--- config.mk ---
export PLATFORM = sky130hd
export DESIGN_NAME = mcrc_classify
export DESIGN_NICKNAME = d
export VERILOG_FILES = /design/src/hdl/mcrc_pkg.sv /design/src/hdl/mcrc_classify.sv
export SDC_FILE = /design/constraint.sdc
export NUM_CORES = 1
export LEC_CHECK = 0
export BUFFER_PORTS_ARGS = -buffer_cell sky130_fd_sc_hd__buf_2
export CELL_PAD_IN_SITES_DETAIL_PLACEMENT = 0
export CELL_PAD_IN_SITES_GLOBAL_PLACEMENT = 2
export CORE_MARGIN = 3
export CORE_UTILIZATION = 18
export DETAILED_ROUTE_END_ITERATION = 16
export PLACE_DENSITY_LB_ADDON = 0.1
export SETUP_SLACK_MARGIN = 0.3
export SYNTH_ARGS = -nofsm -noshare
export SYNTH_HDL_FRONTEND = slang
export SYNTH_SLANG_ARGS = --single-unit
--- constraint.sdc ---
create_clock -name vclk -period 2.4
set_input_delay 0.24 -clock vclk [all_inputs]
set_output_delay 0.24 -clock vclk [all_outputs]
set_load 0.01 [all_outputs]
--- src/hdl/mcrc_pkg.sv ---
// Shared types, codes and the CRC-16 byte update for the Modbus reply checker.
// No dependencies; every other file in hdl refers to this package by scoped names.
package mcrc_pkg;

   localparam int FrameLen = 9;
   localparam int CrcLen   = 7;
   localparam int CountW   = 4;

   localparam logic [15:0] CRC_INIT        = 16'hFFFF;
   localparam logic [15:0] CRC_POLY        = 16'hA001;
   localparam logic [7:0]  FUNC_READ_INPUT = 8'h04;
   localparam logic [7:0]  DATA_BYTES      = 8'h04;
   localparam int          EXC_FLAG_BIT    = 7;

   localparam logic [CountW-1:0] FRAME_COUNT = CountW'(FrameLen);
   localparam logic [CountW-1:0] CRC_COUNT   = CountW'(CrcLen);
   localparam logic [CountW-1:0] EXC_MIN     = CountW'(3);

   localparam logic KIND_BYTE = 1'b0;
   localparam logic KIND_END  = 1'b1;

   localparam logic [2:0] STATUS_OK       = 3'd0;
   localparam logic [2:0] STATUS_NO_REPLY = 3'd1;
   localparam logic [2:0] STATUS_PARTIAL  = 3'd2;
   localparam logic [2:0] STATUS_EXCEPT   = 3'd3;
   localparam logic [2:0] STATUS_BAD_ADDR = 3'd4;
   localparam logic [2:0] STATUS_BAD_FUNC = 3'd5;
   localparam logic [2:0] STATUS_BAD_CNT  = 3'd6;
   localparam logic [2:0] STATUS_BAD_CRC  = 3'd7;

   localparam logic [2:0] COMFORT_OK    = 3'd0;
   localparam logic [2:0] COMFORT_COLD  = 3'd1;
   localparam logic [2:0] COMFORT_HOT   = 3'd2;
   localparam logic [2:0] COMFORT_DRY   = 3'd3;
   localparam logic [2:0] COMFORT_HUMID = 3'd4;

   localparam logic [2:0] CSR_DEVICE_ADDRESS = 3'd0;
   localparam logic [2:0] CSR_TEMP_LOW       = 3'd1;
   localparam logic [2:0] CSR_TEMP_HIGH      = 3'd2;
   localparam logic [2:0] CSR_HUMID_LOW      = 3'd3;
   localparam logic [2:0] CSR_HUMID_HIGH     = 3'd4;

   typedef struct packed {
      logic       kind;
      logic [7:0] rx_byte;
   } req_type;

   typedef struct packed {
      logic [2:0]  status;
      logic        connected;
      logic [15:0] temperature_tenths;
      logic [15:0] humidity_tenths;
      logic [2:0]  comfort;
      logic [6:0]  exception_function;
      logic [7:0]  exception_code;
   } rsp_type;

   typedef struct packed {
      logic [7:0]  device_address;
      logic [15:0] temp_low_tenths;
      logic [15:0] temp_high_tenths;
      logic [15:0] humid_low_tenths;
      logic [15:0] humid_high_tenths;
   } cfg_type;

   typedef struct packed {
      logic [FrameLen-1:0][7:0] bytes;
      logic [CountW-1:0]        count;
      logic [15:0]              crc;
   } frame_type;

   function automatic logic [15:0] crc_update(input logic [15:0] crc, input logic [7:0] b);
      logic [15:0] c;
      c = crc ^ {8'h00, b};
      for (int k = 0; k < 8; k++) begin
         if (c[0]) begin
            c = (c >> 1) ^ CRC_POLY;
         end else begin
            c = c >> 1;
         end
      end
      return c;
   endfunction

endpackage

--- src/hdl/mcrc_classify.sv ---
// Reply classification at window end: status, readings, comfort class, exception fields.
// Depends on mcrc_pkg for frame_type, cfg_type, rsp_type and the status and comfort codes.
module mcrc_classify (
   input  mcrc_pkg::frame_type frame,
   input  mcrc_pkg::cfg_type   cfg,
   input  logic [15:0]         held_temperature,
   input  logic [15:0]         held_humidity,
   output mcrc_pkg::rsp_type   result,
   output logic                good
);

   logic [15:0] temp;
   logic [15:0] humid;
   logic [15:0] rx_crc;
   logic [2:0]  status;
   logic [2:0]  comfort;

   assign temp   = {frame.bytes[3], frame.bytes[4]};
   assign humid  = {frame.bytes[5], frame.bytes[6]};
   assign rx_crc = {frame.bytes[8], frame.bytes[7]};

   always_comb begin
      if (frame.count == '0) begin
         status = mcrc_pkg::STATUS_NO_REPLY;
      end else if (frame.count < mcrc_pkg::FRAME_COUNT) begin
         if (frame.count >= mcrc_pkg::EXC_MIN && frame.bytes[1][mcrc_pkg::EXC_FLAG_BIT]) begin
            status = mcrc_pkg::STATUS_EXCEPT;
         end else begin
            status = mcrc_pkg::STATUS_PARTIAL;
         end
      end else if (frame.bytes[0] != cfg.device_address) begin
         status = mcrc_pkg::STATUS_BAD_ADDR;
      end else if (frame.bytes[1] != mcrc_pkg::FUNC_READ_INPUT) begin
         status = mcrc_pkg::STATUS_BAD_FUNC;
      end else if (frame.bytes[2] != mcrc_pkg::DATA_BYTES) begin
         status = mcrc_pkg::STATUS_BAD_CNT;
      end else if (rx_crc != frame.crc) begin
         status = mcrc_pkg::STATUS_BAD_CRC;
      end else begin
         status = mcrc_pkg::STATUS_OK;
      end
   end

   always_comb begin
      if (temp < cfg.temp_low_tenths) begin
         comfort = mcrc_pkg::COMFORT_COLD;
      end else if (temp > cfg.temp_high_tenths) begin
         comfort = mcrc_pkg::COMFORT_HOT;
      end else if (humid < cfg.humid_low_tenths) begin
         comfort = mcrc_pkg::COMFORT_DRY;
      end else if (humid > cfg.humid_high_tenths) begin
         comfort = mcrc_pkg::COMFORT_HUMID;
      end else begin
         comfort = mcrc_pkg::COMFORT_OK;
      end
   end

   assign good = status == mcrc_pkg::STATUS_OK;

   always_comb begin
      result.status             = status;
      result.connected          = good;
      result.temperature_tenths = good ? temp : held_temperature;
      result.humidity_tenths    = good ? humid : held_humidity;
      result.comfort            = good ? comfort : mcrc_pkg::COMFORT_OK;
      result.exception_function = '0;
      result.exception_code     = '0;
      if (status == mcrc_pkg::STATUS_EXCEPT) begin
         result.exception_function = frame.bytes[1][6:0];
         result.exception_code     = frame.bytes[2];
      end
   end

endmodule

==> results.toml, run 1 <==
[synthesis]
synth_top_area_share_pct = 29.09
synth_most_common_cell = "inv_1"
ys_seq_area_share_pct = 0
synthTopCellsByCount = "inv_1 (68), ha_1 (62), mux2_4 (27), xnor2_1 (24), a21oi_1 (23)"
yosysTopAreaCell = "ha_1"
synth_area_leaders = "ha_1 (29%), mux2_4 (15%), inv_1 (9.6%)"
ys_warn_count = 0
yosysUniqueCellTypes = 47
avgSynthCellArea_um2 = 7.959
synthesis.area_um2 = 2666
syn_inst = 335
syn-num-nets = 593

[timing]
min_period_ns = 2.278
tightest_slew_ns = 0.4972
period_share_pct = 94.92
rsz0062_at_grt = "true"
hold_viol = 0
finalSetupViolations = 0
fmax_ghz = 0.4390
drv_slew = 0
maxSlewHeadroom_pct = 66.50

[grt]
first_global_vias = 3327
grt_max_degree = 16
grt_pass1_wl_um = 15950
overflow = 0
antenna_found_initial = 1
grt_usage_pct = 11.85

[setup_path]
critical_path.cell_chain = "buf_8 -> ha_4 -> a21o_1 -> a221o_1 -> a221oi_2 -> nor3b_4 -> a2bb2oi_2 -> o2111a_1 -> buf_2"
setup.worst_path.start_class = "primary input"
worst_setup_path_end_kind = "output port"
cpLargestDelayFamily = "compound AO/OA/AOI/OAI gates"
path_buf_inv = 2
arrival_ns = 2.04
criticalPathCategory = "primary input to output port"
required_ns = 2.16
max_stage_delay_ns = 0.34
worstPathMaxFanout = 3
slowest_stage = "a221o_1"

[floorplan]
num_rows = 43
core_um2 = 14200
start_util_pct = 18.77
io_pins = 251
die_w_um = 127.7
dieArea_um2 = 16310
die_h_um = 127.7

[layout]
fill_cells = 1590
numSequentialCells = 0
fin_nets = 862
nClkBuffers = 0
diodes = 0
final_area_um2 = 4941
layout-drive-gt1-share_pct = 56.64
area_delta_synth_final_pct = 85.31
multi_input_area_um2 = 2577
seq_area_um2 = 0

[pwr]
power_density_nw_per_um2 = 144.7
ir_worst_vdd_uv = 59.79
leakage_nw = 2.898
fin_total_pwr_mw = 0.7151

[run_status]
outcome = "finished clean"

[place]
portBuffers = 251
gp_congestion = 0.7577
dp_hpwl_um = 9492
postPlaceCellArea_um2 = 4215

[detailed_routing]
first_pass_iters = 4
drt-initial-drc-count = 86
wire_per_inst_um = 13.86
num_vias = 3246
drc = 0
ant_nets = 0
totalWireLength_um = 10840
vias_per_cell = 4.151

[hold_path]
hold_class = "primary input to output port"

[flow_run]
max_cap_viol_count = 0

[clock_network]
hold_buffers = 0
## repair_timing
action	4_1_cts	5_1_grt
resized for setup	49	57
pin swaps	13	18
setup buffers	4	2
setup endpoints to repair	35	36
gates cloned	2	2
## where the power goes
part | internal (mW) | total [mW] | switching [mW]
Combinational | 0.416 | 0.715 | 0.299
Clock | 0 | 0 | 0
Sequential | 0 | 0 | 0
Total | 0.416 | 0.715 | 0.299
## through the flow
step / hold slack (ns) / TNS (ns) / util [%] / std cells / setup slack (ns)
after CTS: 0.7796 / 0 / 32.22 / 778 / 0.05302
after global routing: 0.7841 / -0.004017 / 34.79 / 782 / -0.004017
after global placement: 0.7895 / -0.01223 / 29.68 / 772 / -0.01223
after detailed placement: 0.7871 / -0.06381 / 29.68 / 772 / -0.05448
final: 0.7750 / 0 / 34.79 / 782 / 0.1220
after floorplan: 0.6146 / 0 / - / 335 / 0.3141
## cell families (layout without fill, tap and decap cells)
kind of cell / after synthesis / after routing / synth area share [%]
simple gates: 81 / 81 / 19.05
buf+inv: 73 / 340 / 11.26
compound gates: 63 / 63 / 15.39
fa+ha+maj: 62 / 62 / 29.09
mux: 32 / 32 / 17.32
xor+xnor: 24 / 24 / 7.884
## cell usage in the layout (no fill, tap or decap), types with 3 or more instances in the layout
| master | synthesis | layout |
|---|---|---|
| buf_2 | 0 | 196 |
| inv_1 | 68 | 63 |
| buf_6 | 3 | 57 |
| ha_1 | 62 | 56 |
| mux2_4 | 27 | 32 |
| a21oi_1 | 23 | 23 |
| and2_1 | 16 | 16 |
| xnor2_1 | 24 | 14 |
| nand4_1 | 14 | 14 |
| nand2_1 | 12 | 12 |
| buf_4 | 1 | 12 |
| xnor2_2 | 0 | 10 |
| a21o_1 | 9 | 9 |
| o21ai_0 | 9 | 8 |
| nor2_1 | 7 | 7 |
| nor3_1 | 5 | 5 |
| ha_4 | 0 | 5 |
| inv_4 | 0 | 4 |
| nand2b_1 | 4 | 4 |
| nand3_1 | 4 | 4 |
| nor2b_1 | 3 | 3 |
| o211ai_1 | 3 | 3 |
## cell type report
type	instances	area share, %
timing repair buffer	272	37.91
tap	180	4.558
inverter	68	5.368
multi-input combinational	262	52.17
## path summary, 6_finish.rpt
check	from	end	slack [ns]	depth (start not counted)
hold / removal	held_temperature[11]	result[45]	0.78	3
setup / recovery	frame[45]	result[17]	0.12	9
## layer usage
metal  track usage (%)  wire length (µm)
met4                 0                 0
met2             24.62              5860
met1             13.30              4118
met5                 0                13
met3             1.750               848
Power figures use the tool's default switching activity.
==> inputs of run 2 (changes only) <==
--- a/config.mk
+++ b/config.mk
@@ -8,8 +8,6 @@
 export BUFFER_PORTS_ARGS = -buffer_cell sky130_fd_sc_hd__buf_2
-export CELL_PAD_IN_SITES_DETAIL_PLACEMENT = 0
-export CELL_PAD_IN_SITES_GLOBAL_PLACEMENT = 2
-export CORE_MARGIN = 3
-export CORE_UTILIZATION = 18
+export CORE_AREA = 3 3 98 100
 export DETAILED_ROUTE_END_ITERATION = 16
-export PLACE_DENSITY_LB_ADDON = 0.1
+export DIE_AREA = 0 0 101 103
+export PLACE_DENSITY = 0.68
 export SETUP_SLACK_MARGIN = 0.3
==> constraint.sdc (replaced) <==
create_clock -name vclk -period 2.4
set_input_delay 0.12 -clock vclk [all_inputs]
set_output_delay 0.12 -clock vclk [all_outputs]
set_load 0.02 [all_outputs]
==> results.toml, run 2 (same netlist as run 1, synthesis figures left out) <==
[run_status]
outcome = "finished clean"

[timing]
rsz0062_at_grt = "true"
layout_setup_ws_ns = 0.2231
finalSetupViolations = 0
min_period_ns = 2.177
drv_slew = 0
fmax_ghz = 0.4594
tightest_slew_ns = 0.5731
holdWs_ns = 0.5742
period_share_pct = 90.70
setup_tns_ns = 0
hold_viol = 0
maxSlewHeadroom_pct = 61.59

[floorplan]
die_h_um = 103
core_um2 = 8763
start_util_pct = 30.43
io_pins = 251
num_rows = 34
die_w_um = 101
dieArea_um2 = 10400

[setup_path]
max_stage_delay_ns = 0.35
setup.worst_path.start_class = "primary input"
critical_path.cell_chain = "buf_8 -> ha_4 -> a21o_1 -> a221o_1 -> a221oi_2 -> nor3b_4 -> a2bb2oi_2 -> o2111a_1 -> buf_6"
cp-startpoint = "frame[45]"
criticalPathCategory = "primary input to output port"
arrival_ns = 2.06
cpLargestDelayFamily = "compound AO/OA/AOI/OAI gates"
path_buf_inv = 2
slowest_stage = "a221o_1"
worst_setup_path_end_kind = "output port"
required_ns = 2.28
worstPathMaxFanout = 3

[detailed_routing]
num_vias = 3306
wire_per_inst_um = 14.56
drc = 0
totalWireLength_um = 10210
first_pass_iters = 4
ant_nets = 0
drt-initial-drc-count = 31
vias_per_cell = 4.716

[grt]
grt_usage_pct = 16.94
overflow = 0
grt_max_degree = 16
grt_pass1_wl_um = 14270
first_global_vias = 3210
antenna_found_initial = 0

[clock_network]
hold_buffers = 0

[pwr]
ir_worst_vdd_uv = 82.71
power_density_nw_per_um2 = 156.7
leakage_nw = 2.667
fin_total_pwr_mw = 0.6813

[layout]
multi_input_area_um2 = 2476
layout_commonest_cell = "buf_2"
nClkBuffers = 0
seq_area_um2 = 0
diodes = 0
fin_nets = 853
numSequentialCells = 0
layout-drive-gt1-share_pct = 54.30
final_area_um2 = 4348
area_delta_synth_final_pct = 63.07
final_cell_mix = "buf_2 (241), inv_1 (64), ha_1 (57)"
fill_cells = 870

[place]
gp_congestion = 0.8701
postPlaceCellArea_um2 = 4035
pre_cts_ws_ns = 0.04918
dp_hpwl_um = 9262
portBuffers = 251

[hold_path]
worstHoldStart = "frame[40]"
hold_class = "primary input to output port"

[flow_run]
max_cap_viol_count = 0
-- run 2: cell count changes in the layout (fill, tap and decap cells not counted), sizes merged --
cell,before,now
buf,270,261
-- run 2: what timing repair did --
item | 4_1_cts | 5_1_grt
endpoints found under the setup margin | 34 | 34
buffers inserted | 0 | 7
cloned | 0 | 2
resized for setup | 20 | 23
pin swaps | 11 | 15
endpoints found under the hold margin | 0 | 0
-- run 2: where the power goes --
group          switching, mW  internal (mW)
Combinational          0.330          0.351
Sequential                 0              0
Clock                      0              0
-- run 2: worst paths after layout --
path / depth (start not counted) / end / slack, ns
hold / removal: 3 / result[4] / 0.57
setup / recovery: 9 / result[17] / 0.22
-- run 2: layout make-up --
| type | instances | area share (%) |
|---|---|---|
| inverters | 68 | 6.043 |
| multi-input cells | 262 | 56.95 |
| repair buffers | 263 | 33.90 |
| well taps | 108 | 3.108 |
-- run 2: per-layer routing --
metal / GRT usage (%) / wire length (µm)
met5: 0 / 0
met4: 2.863 / 141
met3: 1.286 / 789
met2: 38.18 / 5801
met1: 16.32 / 3475
-- run 2: through the flow --
| stage | util (%) | cells |
|---|---|---|
| 2_1_floorplan | - | 335 |
| 3_3_place_gp | 46.05 | 692 |
| 3_5_place_dp | 46.05 | 692 |
| 4_1_cts | 47.19 | 692 |
| 5_1_grt | 49.61 | 701 |
| 6_report | 49.61 | 701 |
==> inputs of run 3 (changes only) <==
--- a/config.mk
+++ b/config.mk
@@ -8,7 +8,10 @@
 export BUFFER_PORTS_ARGS = -buffer_cell sky130_fd_sc_hd__buf_2
-export CORE_AREA = 3 3 98 100
+export CELL_PAD_IN_SITES_DETAIL_PLACEMENT = 0
+export CELL_PAD_IN_SITES_GLOBAL_PLACEMENT = 1
+export CORE_MARGIN = 3
+export CORE_UTILIZATION = 25
 export DETAILED_ROUTE_END_ITERATION = 16
-export DIE_AREA = 0 0 101 103
-export PLACE_DENSITY = 0.68
+export PLACE_DENSITY_LB_ADDON = 0.1
 export SETUP_SLACK_MARGIN = 0.3
+export SKIP_LAST_GASP = 1
 export SYNTH_ARGS = -nofsm -noshare
==> constraint.sdc (replaced) <==
create_clock -name vclk -period 2.4
set_input_delay 0.12 -clock vclk [all_inputs]
set_output_delay 0.12 -clock vclk [all_outputs]
set_load 0.05 [all_outputs]
==> results.toml, run 3 (same netlist as run 1, synthesis figures left out) <==
[layout]
final_util_pct = 43.45
seq_area_um2 = 0
final_cell_mix = "buf_2 (226), inv_1 (65), ha_1 (58)"
layout_commonest_cell = "buf_2"
diodes = 0
numSequentialCells = 0
nClkBuffers = 0
area_delta_synth_final_pct = 68.98
fin_nets = 852
layout-drive-gt1-share_pct = 54.39
final_cells = 728

[pwr]
p_seq_share_pct = 0
leakage_nw = 2.709
switching_share_pct = 53.06
ir_worst_vdd_uv = 79.67
combPwrFrac_pct = 100.0
power.share.clock_pct = 0
p_sw_mw = 0.4207
power_density_nw_per_um2 = 176.0
p_int_mw = 0.3722

[setup_path]
arrival_ns = 2.00
worstPathMaxFanout = 2
worst_setup_path_end_kind = "output port"
required_ns = 2.28
criticalPathCategory = "primary input to output port"
setup.worst_path.start_class = "primary input"

[detailed_routing]
ant_nets = 0
vias_per_cell = 4.409
wire_per_inst_um = 13.26
num_vias = 3210
drt-initial-drc-count = 54
first_pass_iters = 4
drc = 0
totalWireLength_um = 9656

[timing]
rsz0062_at_grt = "true"
period_share_pct = 88.45
setup_tns_ns = 0
tightest_slew_ns = 0.4249
min_period_ns = 2.123
holdWs_ns = 0.5895
drv_slew = 0
maxSlewHeadroom_pct = 71.58
hold_viol = 0
finalSetupViolations = 0
fmax_ghz = 0.4711
layout_setup_ws_ns = 0.2771

[place]
portBuffers = 251
gp_congestion = 0.7789
pre_cts_ws_ns = 0.03747
place_inst = 724
dp_hpwl_um = 8716

[floorplan]
core_um2 = 10370
num_rows = 37
io_pins = 251
die_w_um = 109.3
start_util_pct = 25.71
die_h_um = 109.3
dieArea_um2 = 11940

[grt]
overflow = 0
grt_pass1_wl_um = 14150
antenna_found_initial = 0
grt_usage_pct = 14.39
grt_max_degree = 21
first_global_vias = 3082

[hold_path]
hold_class = "primary input to output port"

[clock_network]
hold_buffers = 0

[flow_run]
max_cap_viol_count = 0

[run_status]
outcome = "finished clean"
run 3: cell count changes in the layout (fill, tap and decap cells not counted), sizes merged:
cell  before  now
buf      261  260
run 3: worst paths after layout:
| check | from | endpoint | slack [ns] | cells after the start |
|---|---|---|---|---|
| setup / recovery | cfg[43] | result[17] | 0.28 | 10 |
| hold / removal | held_humidity[9] | result[27] | 0.59 | 3 |
run 3: cell type report:
| class | instances | area (µm²) |
|---|---|---|
| Tap cell | 136 | 170.2 |
| Multi-Input combinational cell | 262 | 2507 |
| Inverter | 68 | 257.7 |
| Fill cell | 1111 | 5864 |
| Timing Repair Buffer | 262 | 1570 |
run 3: metal layers:
layer  global-route usage, %  vias to the layer above  share of wire, %
met5                       0                        -                 0
met4                       0                        0                 0
met3                   1.717                        0               7.8
met2                   28.95                      127                54
met1                   17.08                     1389                38
li1                        -                     1694                 -
run 3: critical path, stage by stage:
cell	delay, ns
buf_2	0.10
inv_2	0.06
ha_4	0.20
and3_4	0.17
a221o_1	0.31
a221oi_2	0.24
nor3b_4	0.25
a2bb2oi_2	0.17
o2111a_2	0.22
buf_8	0.15
run 3: power groups by stage:
| stage | sequential, mW | combinational [mW] | clock (mW) |
|---|---|---|---|
| finish | 0 | 0.793 | 0 |
| detailed placement | 0 | 0.744 | 0 |
| floorplan | 0 | 0.451 | 0 |
| global route | 0 | 0.883 | 0 |
| CTS | 0 | 0.764 | 0 |
| global placement | 0 | 0.736 | 0 |
run 3: what timing repair did:
action / CTS / global route
gates resized for setup: 18 / 68
setup buffers: 0 / 1
cloned: 0 / 3
endpoints found under the setup margin: 32 / 47
pin swaps: 5 / 20
run 3: through the flow:
stage / cell area (µm²) / power [mW]
5_1_grt: 4506 / 0.8825
6_report: 4506 / 0.7929
3_3_place_gp: 4120 / 0.7356
4_1_cts: 4228 / 0.7640
2_1_floorplan: 2674 / 0.4508
3_5_place_dp: 4120 / 0.7438
